$ cat config.mk
export PLATFORM = sky130hd
export DESIGN_NAME = ellipse_raster_stepper_unit
export DESIGN_NICKNAME = d
export VERILOG_FILES = /design/src/rtl/core/ers_pkg.sv /design/src/rtl/core/ellipse_raster_stepper_unit.sv
export SDC_FILE = /design/constraint.sdc
export NUM_CORES = 2
export LEC_CHECK = 0
export ABC_AREA = 1
export ABC_CLOCK_PERIOD_IN_PS = 13000
export BUFFER_PORTS_ARGS = -buffer_cell sky130_fd_sc_hd__buf_2
export CORE_UTILIZATION = 40
export DETAILED_ROUTE_END_ITERATION = 10
export HOLD_SLACK_MARGIN = 0.05
export PLACE_DENSITY_LB_ADDON = 0.1
export SYNTH_ARGS = -nofsm -noshare
export SYNTH_HDL_FRONTEND = slang
export SYNTH_SLANG_ARGS = --single-unit
$ cat constraint.sdc
create_clock -name clk -period 13 [get_ports clk]
set_clock_uncertainty 0.15 [all_clocks]
set_input_delay 1.95 -clock clk [delete_from_list [all_inputs] [get_ports clk]]
set_output_delay 1.95 -clock clk [all_outputs]
set_load 0.03 [all_outputs]
$ cat src/rtl/core/ers_pkg.sv
// Shared widths, types and codes for the ellipse raster stepper.
package ers_pkg;

  localparam int COORD_BITS = 16;
  localparam int AXIS_BITS  = 12;

  localparam int PIX_BITS  = COORD_BITS + 1;
  localparam int OFS_BITS  = AXIS_BITS + 1;
  localparam int SQ_BITS   = 2 * AXIS_BITS;
  localparam int MA_BITS   = AXIS_BITS + 2;
  localparam int MB_BITS   = SQ_BITS + 1;
  localparam int PROD_BITS = MA_BITS + MB_BITS;
  localparam int ERR_BITS  = PROD_BITS + 5;
  localparam int TE_BITS   = ERR_BITS + 1;
  localparam int SUM_BITS  = COORD_BITS + OFS_BITS + 2;

  localparam logic signed [OFS_BITS-1:0] OFS_ONE = OFS_BITS'(1);

  localparam logic OP_START = 1'b0;
  localparam logic OP_STEP  = 1'b1;

  typedef enum logic [11:0] {
    S_IDLE = 12'b0000_0000_0001,
    S_SQA  = 12'b0000_0000_0010,
    S_SQB  = 12'b0000_0000_0100,
    S_ERR0 = 12'b0000_0000_1000,
    S_INIT = 12'b0000_0001_0000,
    S_MULX = 12'b0000_0010_0000,
    S_TSTX = 12'b0000_0100_0000,
    S_MULY = 12'b0000_1000_0000,
    S_TSTY = 12'b0001_0000_0000,
    S_UPDX = 12'b0010_0000_0000,
    S_UPDY = 12'b0100_0000_0000,
    S_EMIT = 12'b1000_0000_0000
  } seq_state_t;

  typedef enum logic [2:0] {
    PH_DONE = 3'b001,
    PH_MAIN = 3'b010,
    PH_TIP  = 3'b100
  } phase_t;

  typedef enum logic [3:0] {
    PAT_AXES = 4'b0001,
    PAT_QUAD = 4'b0010,
    PAT_TIP  = 4'b0100,
    PAT_NONE = 4'b1000
  } pattern_t;

endpackage

$ cat src/rtl/core/ellipse_raster_stepper_unit.sv
// Ellipse raster stepper: sequencer around one shared multiplier plus output register.
//
// Usage: send a start transaction (op = 0) with center and semi-axes, then step
// transactions (op = 1), one loop iteration each, until a result shows shape_done.
// Input channel: in_valid / in_stall; a transaction moves when in_valid is high and
// in_stall is low. in_stall stays high while an item is being computed or its
// results are still being issued, so one item is in the block at a time.
// Result channel: out_valid / out_stall with a registered payload; out_last marks
// the final result of an item, pixel_valid low marks a result with no pixel.
// Steps per item:
//   start with nonzero axes: a*a, b*b, b*b*(2a-1), init add, then 4 results;
//   step in the main loop: two products and compares, two error updates, then
//   four results, or one; step on the tip: two results; any other item: one result.
// All products of an item share the one 14x25-bit signed multiplier, each in a
// state of its own, and each error update is one add.
// When the receiver stalls, the output register holds its result and the
// sequencer waits in the issue state. Reset clears the sequencer, the output
// valid and puts the ellipse in the finished phase, so a step before any start
// gives one result with no pixel and shape_done set.
module ellipse_raster_stepper_unit
  import ers_pkg::*;
(
  input  logic                        clk,
  input  logic                        rst_n,
  input  logic                        in_valid,
  output logic                        in_stall,
  input  logic                        in_op,
  input  logic signed [COORD_BITS-1:0] in_center_x,
  input  logic signed [COORD_BITS-1:0] in_center_y,
  input  logic [AXIS_BITS-1:0]        in_semi_a,
  input  logic [AXIS_BITS-1:0]        in_semi_b,
  output logic                        out_valid,
  input  logic                        out_stall,
  output logic                        out_pixel_valid,
  output logic signed [PIX_BITS-1:0]  out_pixel_x,
  output logic signed [PIX_BITS-1:0]  out_pixel_y,
  output logic                        out_last,
  output logic                        out_shape_done
);

  // Sequencer and algorithm phase
  seq_state_t state_r, state_nxt;
  phase_t     phase_r;

  // Ellipse state
  logic signed [OFS_BITS-1:0]   x_r, y_r;
  logic signed [ERR_BITS-1:0]   err_r;
  logic [SQ_BITS-1:0]           a2_r, b2_r;
  logic [AXIS_BITS-1:0]         a_r, b_r;
  logic signed [COORD_BITS-1:0] cx_r, cy_r;

  // Shared multiplier and step scratch
  logic signed [MA_BITS-1:0]    mul_a;
  logic [SQ_BITS-1:0]           mul_b;
  logic signed [PROD_BITS-1:0]  mul_p;
  logic signed [PROD_BITS-1:0]  prod_r;
  logic signed [ERR_BITS-1:0]   inc_x_r, inc_y_r;
  logic                         adv_x_r, adv_y_r;
  logic signed [TE_BITS-1:0]    twice_e;
  logic signed [TE_BITS-1:0]    prod_ext;

  // Result issue
  pattern_t                     kind_r;
  logic signed [OFS_BITS-1:0]   ex_r, ey_r;
  logic                         done_r;
  logic [1:0]                   k_r, last_k_r;
  logic                         out_valid_r;
  logic                         out_pixel_valid_r;
  logic signed [PIX_BITS-1:0]   out_pixel_x_r, out_pixel_y_r;
  logic                         out_last_r, out_shape_done_r;

  logic                         in_take, out_free;
  logic signed [OFS_BITS-1:0]   y_step, y_after;
  logic signed [OFS_BITS-1:0]   b_s;
  logic signed [OFS_BITS:0]     dx, dy, ex_w, ey_w;
  logic signed [SUM_BITS-1:0]   px_sum, py_sum;
  logic                         res_valid, res_last;

  assign in_stall = (state_r != S_IDLE);
  assign in_take  = in_valid && (state_r == S_IDLE);
  assign out_free = !out_valid_r || !out_stall;

  assign out_valid       = out_valid_r;
  assign out_pixel_valid = out_pixel_valid_r;
  assign out_pixel_x     = out_pixel_x_r;
  assign out_pixel_y     = out_pixel_y_r;
  assign out_last        = out_last_r;
  assign out_shape_done  = out_shape_done_r;

  assign b_s     = signed'(OFS_BITS'(b_r));
  assign y_step  = y_r + OFS_ONE;
  assign y_after = adv_y_r ? y_step : y_r;

  // Multiplier operand select: squares and the initial error product on start, then the two error products
  always_comb begin
    mul_a = '0;
    mul_b = '0;
    unique case (state_r)
      S_SQA: begin
        mul_a = signed'(MA_BITS'(a_r));
        mul_b = SQ_BITS'(a_r);
      end
      S_SQB: begin
        mul_a = signed'(MA_BITS'(b_r));
        mul_b = SQ_BITS'(b_r);
      end
      S_ERR0: begin
        mul_a = signed'(MA_BITS'({a_r, 1'b0} - (AXIS_BITS + 1)'(1)));
        mul_b = b2_r;
      end
      S_MULX: begin
        mul_a = MA_BITS'(signed'({x_r, 1'b1}));
        mul_b = b2_r;
      end
      S_MULY: begin
        mul_a = MA_BITS'(signed'({y_r, 1'b1}));
        mul_b = a2_r;
      end
      default: begin
        mul_a = '0;
        mul_b = '0;
      end
    endcase
  end

  assign mul_p    = PROD_BITS'(mul_a) * PROD_BITS'(signed'({1'b0, mul_b}));
  assign twice_e  = signed'({err_r, 1'b0});
  assign prod_ext = TE_BITS'(prod_r);

  // Sequencer next state
  always_comb begin
    state_nxt = state_r;
    unique case (state_r)
      S_IDLE: begin
        if (in_take) begin
          if (in_op == OP_START) begin
            if (in_semi_a == '0 || in_semi_b == '0) begin
              state_nxt = S_EMIT;
            end else begin
              state_nxt = S_SQA;
            end
          end else if (phase_r == PH_MAIN) begin
            state_nxt = S_MULX;
          end else begin
            state_nxt = S_EMIT;
          end
        end
      end
      S_SQA:  state_nxt = S_SQB;
      S_SQB:  state_nxt = S_ERR0;
      S_ERR0: state_nxt = S_INIT;
      S_INIT: state_nxt = S_EMIT;
      S_MULX: state_nxt = S_TSTX;
      S_TSTX: state_nxt = S_MULY;
      S_MULY: state_nxt = S_TSTY;
      S_TSTY: state_nxt = S_UPDX;
      S_UPDX: state_nxt = S_UPDY;
      S_UPDY: state_nxt = S_EMIT;
      S_EMIT: begin
        if (out_free && k_r == last_k_r) begin
          state_nxt = S_IDLE;
        end
      end
      default: state_nxt = S_IDLE;
    endcase
  end

  always_ff @(posedge clk) begin
    if (!rst_n) begin
      state_r <= S_IDLE;
      phase_r <= PH_DONE;
    end else begin
      state_r <= state_nxt;
      if (in_take && in_op == OP_START) begin
        phase_r <= (in_semi_a == '0 || in_semi_b == '0) ? PH_DONE : PH_MAIN;
      end else if (in_take && phase_r == PH_TIP) begin
        phase_r <= (y_r < b_s && y_step < b_s) ? PH_TIP : PH_DONE;
      end else if (state_r == S_UPDY && x_r == '0) begin
        phase_r <= (y_after < b_s) ? PH_TIP : PH_DONE;
      end
    end
  end

  // Datapath: one multiply or one wide add per cycle
  always_ff @(posedge clk) begin
    unique case (state_r)
      S_IDLE: begin
        if (in_take) begin
          k_r <= '0;
          if (in_op == OP_START) begin
            cx_r <= in_center_x;
            cy_r <= in_center_y;
            if (in_semi_a == '0 || in_semi_b == '0) begin
              kind_r   <= PAT_NONE;
              done_r   <= 1'b1;
              last_k_r <= 2'd0;
            end else begin
              a_r  <= in_semi_a;
              b_r  <= in_semi_b;
              x_r  <= -signed'(OFS_BITS'(in_semi_a));
              y_r  <= '0;
              ex_r <= -signed'(OFS_BITS'(in_semi_a));
              ey_r <= signed'(OFS_BITS'(in_semi_b));
            end
          end else if (phase_r == PH_TIP && y_r < b_s) begin
            // Emit the tip pair at the old row, then advance the row
            kind_r   <= PAT_TIP;
            ex_r     <= x_r;
            ey_r     <= y_r;
            y_r      <= y_step;
            done_r   <= !(y_step < b_s);
            last_k_r <= 2'd1;
          end else if (phase_r != PH_MAIN) begin
            kind_r   <= PAT_NONE;
            done_r   <= 1'b1;
            last_k_r <= 2'd0;
          end
        end
      end
      S_SQA:  a2_r   <= SQ_BITS'(mul_p);
      S_SQB:  b2_r   <= SQ_BITS'(mul_p);
      S_ERR0: prod_r <= mul_p;
      S_INIT: begin
        err_r    <= ERR_BITS'(signed'({1'b0, a2_r})) - ERR_BITS'(prod_r);
        kind_r   <= PAT_AXES;
        done_r   <= 1'b0;
        last_k_r <= 2'd3;
      end
      S_MULX: prod_r <= mul_p;
      S_TSTX: begin
        // x test against the old error; increment uses the advanced x
        adv_x_r <= (twice_e >= prod_ext);
        inc_x_r <= ERR_BITS'(prod_r) + ERR_BITS'(signed'({1'b0, b2_r, 1'b0}));
      end
      S_MULY: prod_r <= mul_p;
      S_TSTY: begin
        adv_y_r <= (twice_e <= prod_ext);
        inc_y_r <= ERR_BITS'(prod_r) + ERR_BITS'(signed'({1'b0, a2_r, 1'b0}));
      end
      S_UPDX: begin
        if (adv_x_r) begin
          x_r   <= x_r + OFS_ONE;
          err_r <= err_r + inc_x_r;
        end
      end
      S_UPDY: begin
        if (adv_y_r) begin
          y_r   <= y_step;
          err_r <= err_r + inc_y_r;
        end
        if (x_r != '0) begin
          kind_r   <= PAT_QUAD;
          ex_r     <= x_r;
          ey_r     <= y_after;
          done_r   <= 1'b0;
          last_k_r <= 2'd3;
        end else begin
          kind_r   <= PAT_NONE;
          done_r   <= !(y_after < b_s);
          last_k_r <= 2'd0;
        end
      end
      S_EMIT: begin
        if (out_free) begin
          k_r <= k_r + 2'd1;
        end
      end
      default: begin
      end
    endcase
  end

  // Offsets of the result at issue index k
  assign ex_w = (OFS_BITS + 1)'(ex_r);
  assign ey_w = (OFS_BITS + 1)'(ey_r);

  always_comb begin
    dx        = '0;
    dy        = '0;
    res_valid = 1'b1;
    unique case (kind_r)
      PAT_AXES: begin
        case (k_r)
          2'd0:    dx = ex_w;
          2'd1:    dy = ey_w;
          2'd2:    dx = -ex_w;
          default: dy = -ey_w;
        endcase
      end
      PAT_QUAD: begin
        dx = k_r[0] ? -ex_w : ex_w;
        dy = k_r[1] ? -ey_w : ey_w;
      end
      PAT_TIP: begin
        dx = k_r[0] ? -ex_w : ex_w;
        dy = k_r[0] ? -ey_w : ey_w;
      end
      default: res_valid = 1'b0;
    endcase
  end

  assign px_sum   = SUM_BITS'(cx_r) + SUM_BITS'(dx);
  assign py_sum   = SUM_BITS'(cy_r) + SUM_BITS'(dy);
  assign res_last = (k_r == last_k_r);

  // Output register: load a result when free, drop valid once taken
  always_ff @(posedge clk) begin
    if (!rst_n) begin
      out_valid_r <= 1'b0;
    end else if (state_r == S_EMIT && out_free) begin
      out_valid_r <= 1'b1;
    end else if (!out_stall) begin
      out_valid_r <= 1'b0;
    end
  end

  always_ff @(posedge clk) begin
    if (state_r == S_EMIT && out_free) begin
      out_pixel_valid_r <= res_valid;
      out_pixel_x_r     <= res_valid ? PIX_BITS'(px_sum) : '0;
      out_pixel_y_r     <= res_valid ? PIX_BITS'(py_sum) : '0;
      out_last_r        <= res_last;
      out_shape_done_r  <= res_last && done_r;
    end
  end

endmodule
== After elaboration in Yosys (flattened, before gate mapping) ==
Index checks and enable logic that the tools add are counted.
Storage, ports and cells
  flip-flop bits (word level): 391
  output and inout bits: 39
  word-level logic and storage cells: 199
Cells by class
  equality and inequality tests: 35
  order comparisons: 5
  reductions and logical operators: 41
  bitwise gates (word level): 2
  multiplexer cells: 73
  multiply operators: 1
  add/subtract/negate cells: 14
Operator list (count)
  $mux 13: 18
  $pmux 12 s11: 1
  $pmux 44 s3: 1
  $pmux 13 s2: 4
  $pmux 24 s4: 1
  $add 44x44->44: 2
  $mux 44: 2
  $pmux 14 s2: 3
  $add 39x26->40: 2
  $pmux 14 s5: 1
  $mux 12: 5
  $ge 45x39->1: 1
  $le 45x39->1: 1
  $mux 14: 3
  $pmux 14 s3: 1
  $sub 25x39->40: 1
  $lt 13x13->1: 3
  $mul 14x25->39: 1
  $add 16x14->17: 2
  $neg 13->14: 2
  $add 13x2->13 const B: 2
  $logic_not 12->1: 2
  $mux 4: 6
  $mux 2: 9
  50 further kinds: 97

== Depth between registers and ports, before layout ==
  depth in word-level cells: 7
  depth in mapped cells: 35
  gate-level depth less buffers: 34

== Worst setup path before layout ==
No wires, ideal clock.
  path type: register to register
  from: register state_r[8]
  to: register prod_r[25] (data pin)
  slack: 5.947 ns
  stages on the path, launching flop included: 28
  setup time: 0.252 ns
  required time: 12.598 ns
  arrival time: 6.651 ns
  buffers on the path: 2
  path through: dfxtp_1 -> nor2_1 -> nand2_2 -> nor2_4 -> nand4_4 -> buf_2 -> nand3_1 -> nor2_1 -> buf_2 -> nor2_1 -> ha_1 -> fa_1 -> fa_1 -> fa_1 -> fa_1 -> inv_1 -> fa_1 -> inv_1 -> ha_1 -> nand2_1 -> nor2_1 -> inv_1 -> o21ai_1 -> nand2_1 -> o21ai_1 -> nand2_1 -> nand3_1 -> nand2_1
On the way
  cells in the longest elaborated chain, start to end: 4
  elaborated cells on any way between the ends: 9
  those cells by class: 1 x mul; 5 x eq/ne; 2 x mux; 1 x reduce/logical
RTL lines
  from (decl): RTL line ellipse_raster_stepper_unit.sv:42  | seq_state_t state_r, state_nxt;
  from (signal assigned): RTL line ellipse_raster_stepper_unit.sv:173  | state_r <= state_nxt;
  $eq 12x6->1 or $eq 12x4->1 (tied branches): RTL line ellipse_raster_stepper_unit.sv:98  | unique case (state_r)
  $reduce_or 2->1 (no line)
  $pmux 24 s4: RTL line ellipse_raster_stepper_unit.sv:98
  $mul 14x25->39 (*): RTL line ellipse_raster_stepper_unit.sv:126  | assign mul_p = PROD_BITS'(mul_a) * PROD_BITS'(signed'({1'b0, mul_b}));
  net mul_p[25]: RTL line ellipse_raster_stepper_unit.sv:55  | logic signed [PROD_BITS-1:0] mul_p;
  to (signal assigned): RTL line ellipse_raster_stepper_unit.sv:222  | S_ERR0: prod_r <= mul_p;
  to (signal assigned): RTL line ellipse_raster_stepper_unit.sv:229  | S_MULX: prod_r <= mul_p;
  to (signal assigned): RTL line ellipse_raster_stepper_unit.sv:235  | S_MULY: prod_r <= mul_p;
  to (decl): RTL line ellipse_raster_stepper_unit.sv:56  | logic signed [PROD_BITS-1:0] prod_r;
Mark *: on every way through the listed nets, which the timed path passes. The rest lies on a longest branch.
A chain may end at the register's enable or synchronous reset.

== Worst setup path after layout ==
  from: register a_r[0]
  to: register prod_r[36] (data pin)
On the way
  cells in the longest elaborated chain, start to end: 3
  elaborated cells on any way between the ends: 4
  those cells by class: 1 x add/sub; 1 x mul; 2 x mux
RTL lines
  from (decl): RTL line ellipse_raster_stepper_unit.sv:49  | logic [AXIS_BITS-1:0] a_r, b_r;
  from (signal assigned): RTL line ellipse_raster_stepper_unit.sv:198  | a_r <= in_semi_a;
  $sub 13x1->14: RTL line ellipse_raster_stepper_unit.sv:108  | mul_a = signed'(MA_BITS'({a_r, 1'b0} - (AXIS_BITS + 1)'(1)));
  $pmux 14 s5: RTL line ellipse_raster_stepper_unit.sv:98
  $mul 14x25->39 (*): RTL line ellipse_raster_stepper_unit.sv:126
  net mul_p[36]: RTL line ellipse_raster_stepper_unit.sv:55
Marks and branches as above.

==> results.tsv <==
metric	value	unit
WL/cell	20.8	µm
Post-CTS Setup Bufs	0	
Vias per Instance	5.33	
GRT Resource Usage Total	0.268	
Hold Violations, Final	0	
post-synth cell types	66	
die height	319	µm
first-pass detailed-route iteration total	5	
pwr dens	76.4	nW/µm²
final number of setup-violating endpoints	0	
# IOs	100	
Worst-path clk slew	0.06	ns
peak fanout along the critical path	21	
largest net degree at the start of global routing	62	
RSZ-0062 raised after global routing	no	
CP required	13.21	ns
synthesized area	40300	µm²
dpl ws	4.63	ns
first-pass GRT wire length	208000	µm
total wire length	137000	µm
Setup crit end kind	flip-flop	
Hold Crit Class	flip-flop to flip-flop	
Post-Syn Nets	5884	
Slew @ Worst Pin	1.20	ns
# fillers	10358	
Max-cap violations	0	
status	completed	
worst IR drop on VDD	0.0970	mV
RePlAce Congestion	0.953	
clk_lat worst skew	0.64	ns
Worst setup SP type	flip-flop	
commonest non-fill, non-tap cell in the layout	nand2_1	
Starting Density	0.403	
Post-DRT Antenna Nets	0	
Reg area	11300	µm²
Setup TNS	0	ns
vias	35168	
final net count	5956	
Final min period	8.42	ns
Syn Area/Cell	7.77	µm²
Seq/Total Area, Yosys	0.281	
FF+latch count, synth	383	
Sink Count	383	
Top FF cell, synth	edfxtp_1	
Slew Viols, Final	0	
hold_buf cts	0	
overall power	0.00335	W
share of cells above drive strength 1	0.0536	
area of the multi-input gates	25400	µm²
Synth warnings	0	
Clock Path Buffers	3	
ant diodes	0	
vias in the first global route	34899	
Finished Core Util	0.438	
synth-to-layout area growth	8.65	%
CTS root buf	clkbuf_16	
Residual DRC	0	
critical path class	flip-flop to flip-flop	
Iter 0 DRT Violations	2587	
ys async rst share	0	
dpl hpwl	113000	µm
Worst Path Arrival	8.63	ns
num rows	116	
post-cts sizing count	0	
fmax	119	MHz
CTS tree	yes	
worst setup margin	4.58	ns
Hold WS	0.394	ns
Num CTS Buffers	49	
port buffer count	99	
number of synthesized flops with an enable pin	367	
Slew headroom	0.196	
Core Footprint	100000	µm²
CTS H-tree depth	2	
Post-Syn Instances	5192	
period utilization	0.648	
die footprint	102000	µm²
commonest non-fill, non-tap cells in the layout	1,392 x nand2_1, 796 x inv_1, 493 x nor2_1, 367 x edfxtp_1, 363 x ha_1	
LEAKAGE	21.2	nW
antenna violations before repair	3	
global route total overflow	0	
chip width	319	µm
-- worst max-delay path: stages (launching register included) --
cell and delay [ns]:
edfxtp_1 0.40, inv_1 0.14, ha_1 0.23, nand4_1 0.18
nor4_2 0.32, nand2_1 0.13, a21oi_1 0.13, o21ai_1 0.08
nand2_1 0.79, inv_1 0.31, nor2_1 0.28, fa_1 0.48
fa_1 0.52, fa_1 0.54, fa_1 0.52, fa_1 0.55
inv_1 0.06, fa_1 0.52, inv_1 0.04, ha_1 0.36
nand2_1 0.12, nor2_1 0.37, inv_1 0.11, nor4_1 0.40
nand3_1 0.17, nand3_1 0.15, xor2_1 0.07
-- per-layer routing --
metal | track usage | routed length (µm)
met2 | 0.428 | 60800
met4 | 0.0888 | 4680
met5 | 0 | 13
met1 | 0.380 | 65400
met3 | 0.0255 | 6120
-- state kept, by name (all words and copies together), names as in the netlist, 4 cells and up --
register,flops
inc_x_r,40
out_pixel_x,17
a2_r,24
state_r,12
b_r,12
kind_r,4
ey_r,13
y_r,13
err_r,44
ex_r,13
cy_r,16
b2_r,24
prod_r,39
out_pixel_y,17
a_r,12
inc_y_r,40
x_r,13
cx_r,16
-- logic make-up (layout without fill, tap and decap cells) --
family / Yosys count / after routing / share of synthesized area
AND/OR/NAND/NOR: 2294 / 2294 / 0.233
buffers and inverters: 928 / 1038 / 0.0904
AO/OA/AOI/OAI: 771 / 771 / 0.109
adder cells (fa/ha/maj): 631 / 631 / 0.246
flip-flops: 383 / 383 / 0.281
XOR/XNOR: 185 / 185 / 0.0402
-- synth_stat cells, types with 5 or more instances --
| library cell | number | share of area |
|---|---|---|
| nand2_2 | 8 | 0.0012 |
| dfxtp_1 | 16 | 0.0079 |
| o21a_1 | 17 | 0.0032 |
| ha_1 | 363 | 0.11 |
| fa_1 | 268 | 0.13 |
| nand2_1 | 1392 | 0.13 |
| clkbuf_1 | 23 | 0.0021 |
| nand4_1 | 59 | 0.0092 |
| nand3b_1 | 5 | 0.00093 |
| inv_1 | 798 | 0.074 |
| o211ai_1 | 18 | 0.0034 |
| o21bai_1 | 26 | 0.0048 |
| a21oi_1 | 322 | 0.040 |
| o21ai_1 | 17 | 0.0021 |
| a22oi_1 | 7 | 0.0013 |
| or2_2 | 11 | 0.0017 |
| buf_2 | 46 | 0.0057 |
| edfxtp_1 | 367 | 0.27 |
| buf_4 | 25 | 0.0047 |
| and3_1 | 5 | 0.00078 |
| xnor2_1 | 36 | 0.0078 |
| nand3_1 | 207 | 0.026 |
| nor3_1 | 50 | 0.0062 |
| a21o_1 | 28 | 0.0052 |
| inv_2 | 27 | 0.0025 |
| xor2_1 | 149 | 0.032 |
| a21boi_0 | 7 | 0.0013 |
| o21ai_0 | 240 | 0.030 |
| nor2_4 | 5 | 0.0014 |
| a22oi_2 | 10 | 0.0031 |
| a31oi_1 | 24 | 0.0037 |
| and2_1 | 5 | 0.00078 |
| o22ai_1 | 25 | 0.0039 |
| nor4_1 | 32 | 0.0050 |
| nor2_1 | 494 | 0.046 |
-- through the flow --
stage / std cells / area [µm²]
after floorplan: 5192 / 40300
after global placement: 6511 / 42100
after detailed placement: 6511 / 42100
after CTS: 6600 / 43800
after global routing: 6600 / 43800
final: 6600 / 43800
-- where the power goes --
part	leakage (nW)	internal, W	switching (W)
sequential	3.36	0.00141	0.0000501
combinational	17.1	0.000120	0.000286
clock	0.828	0.000880	0.000600
total	21.2	0.00241	0.000936
-- cell type report --
cell class,count,area share
inverters,831,0.0713
clock inverters,37,0.0108
multi-input cells,3881,0.579
well taps,1298,0.0371
flip-flops and latches,383,0.259
repair buffers,118,0.0146
clock buffers,52,0.0285
-- worst paths after layout --
path	from	to	slack (ns)	depth (start not counted)
hold / removal	state_r[8]	state_r[9]	0.39	2
hold reg to reg	state_r[8]	state_r[9]	0.39	2
setup / recovery	a_r[0]	prod_r[36]	4.58	26
setup reg to reg	a_r[0]	prod_r[36]	4.58	26
Note: power is estimated with default switching activity, not from simulation.
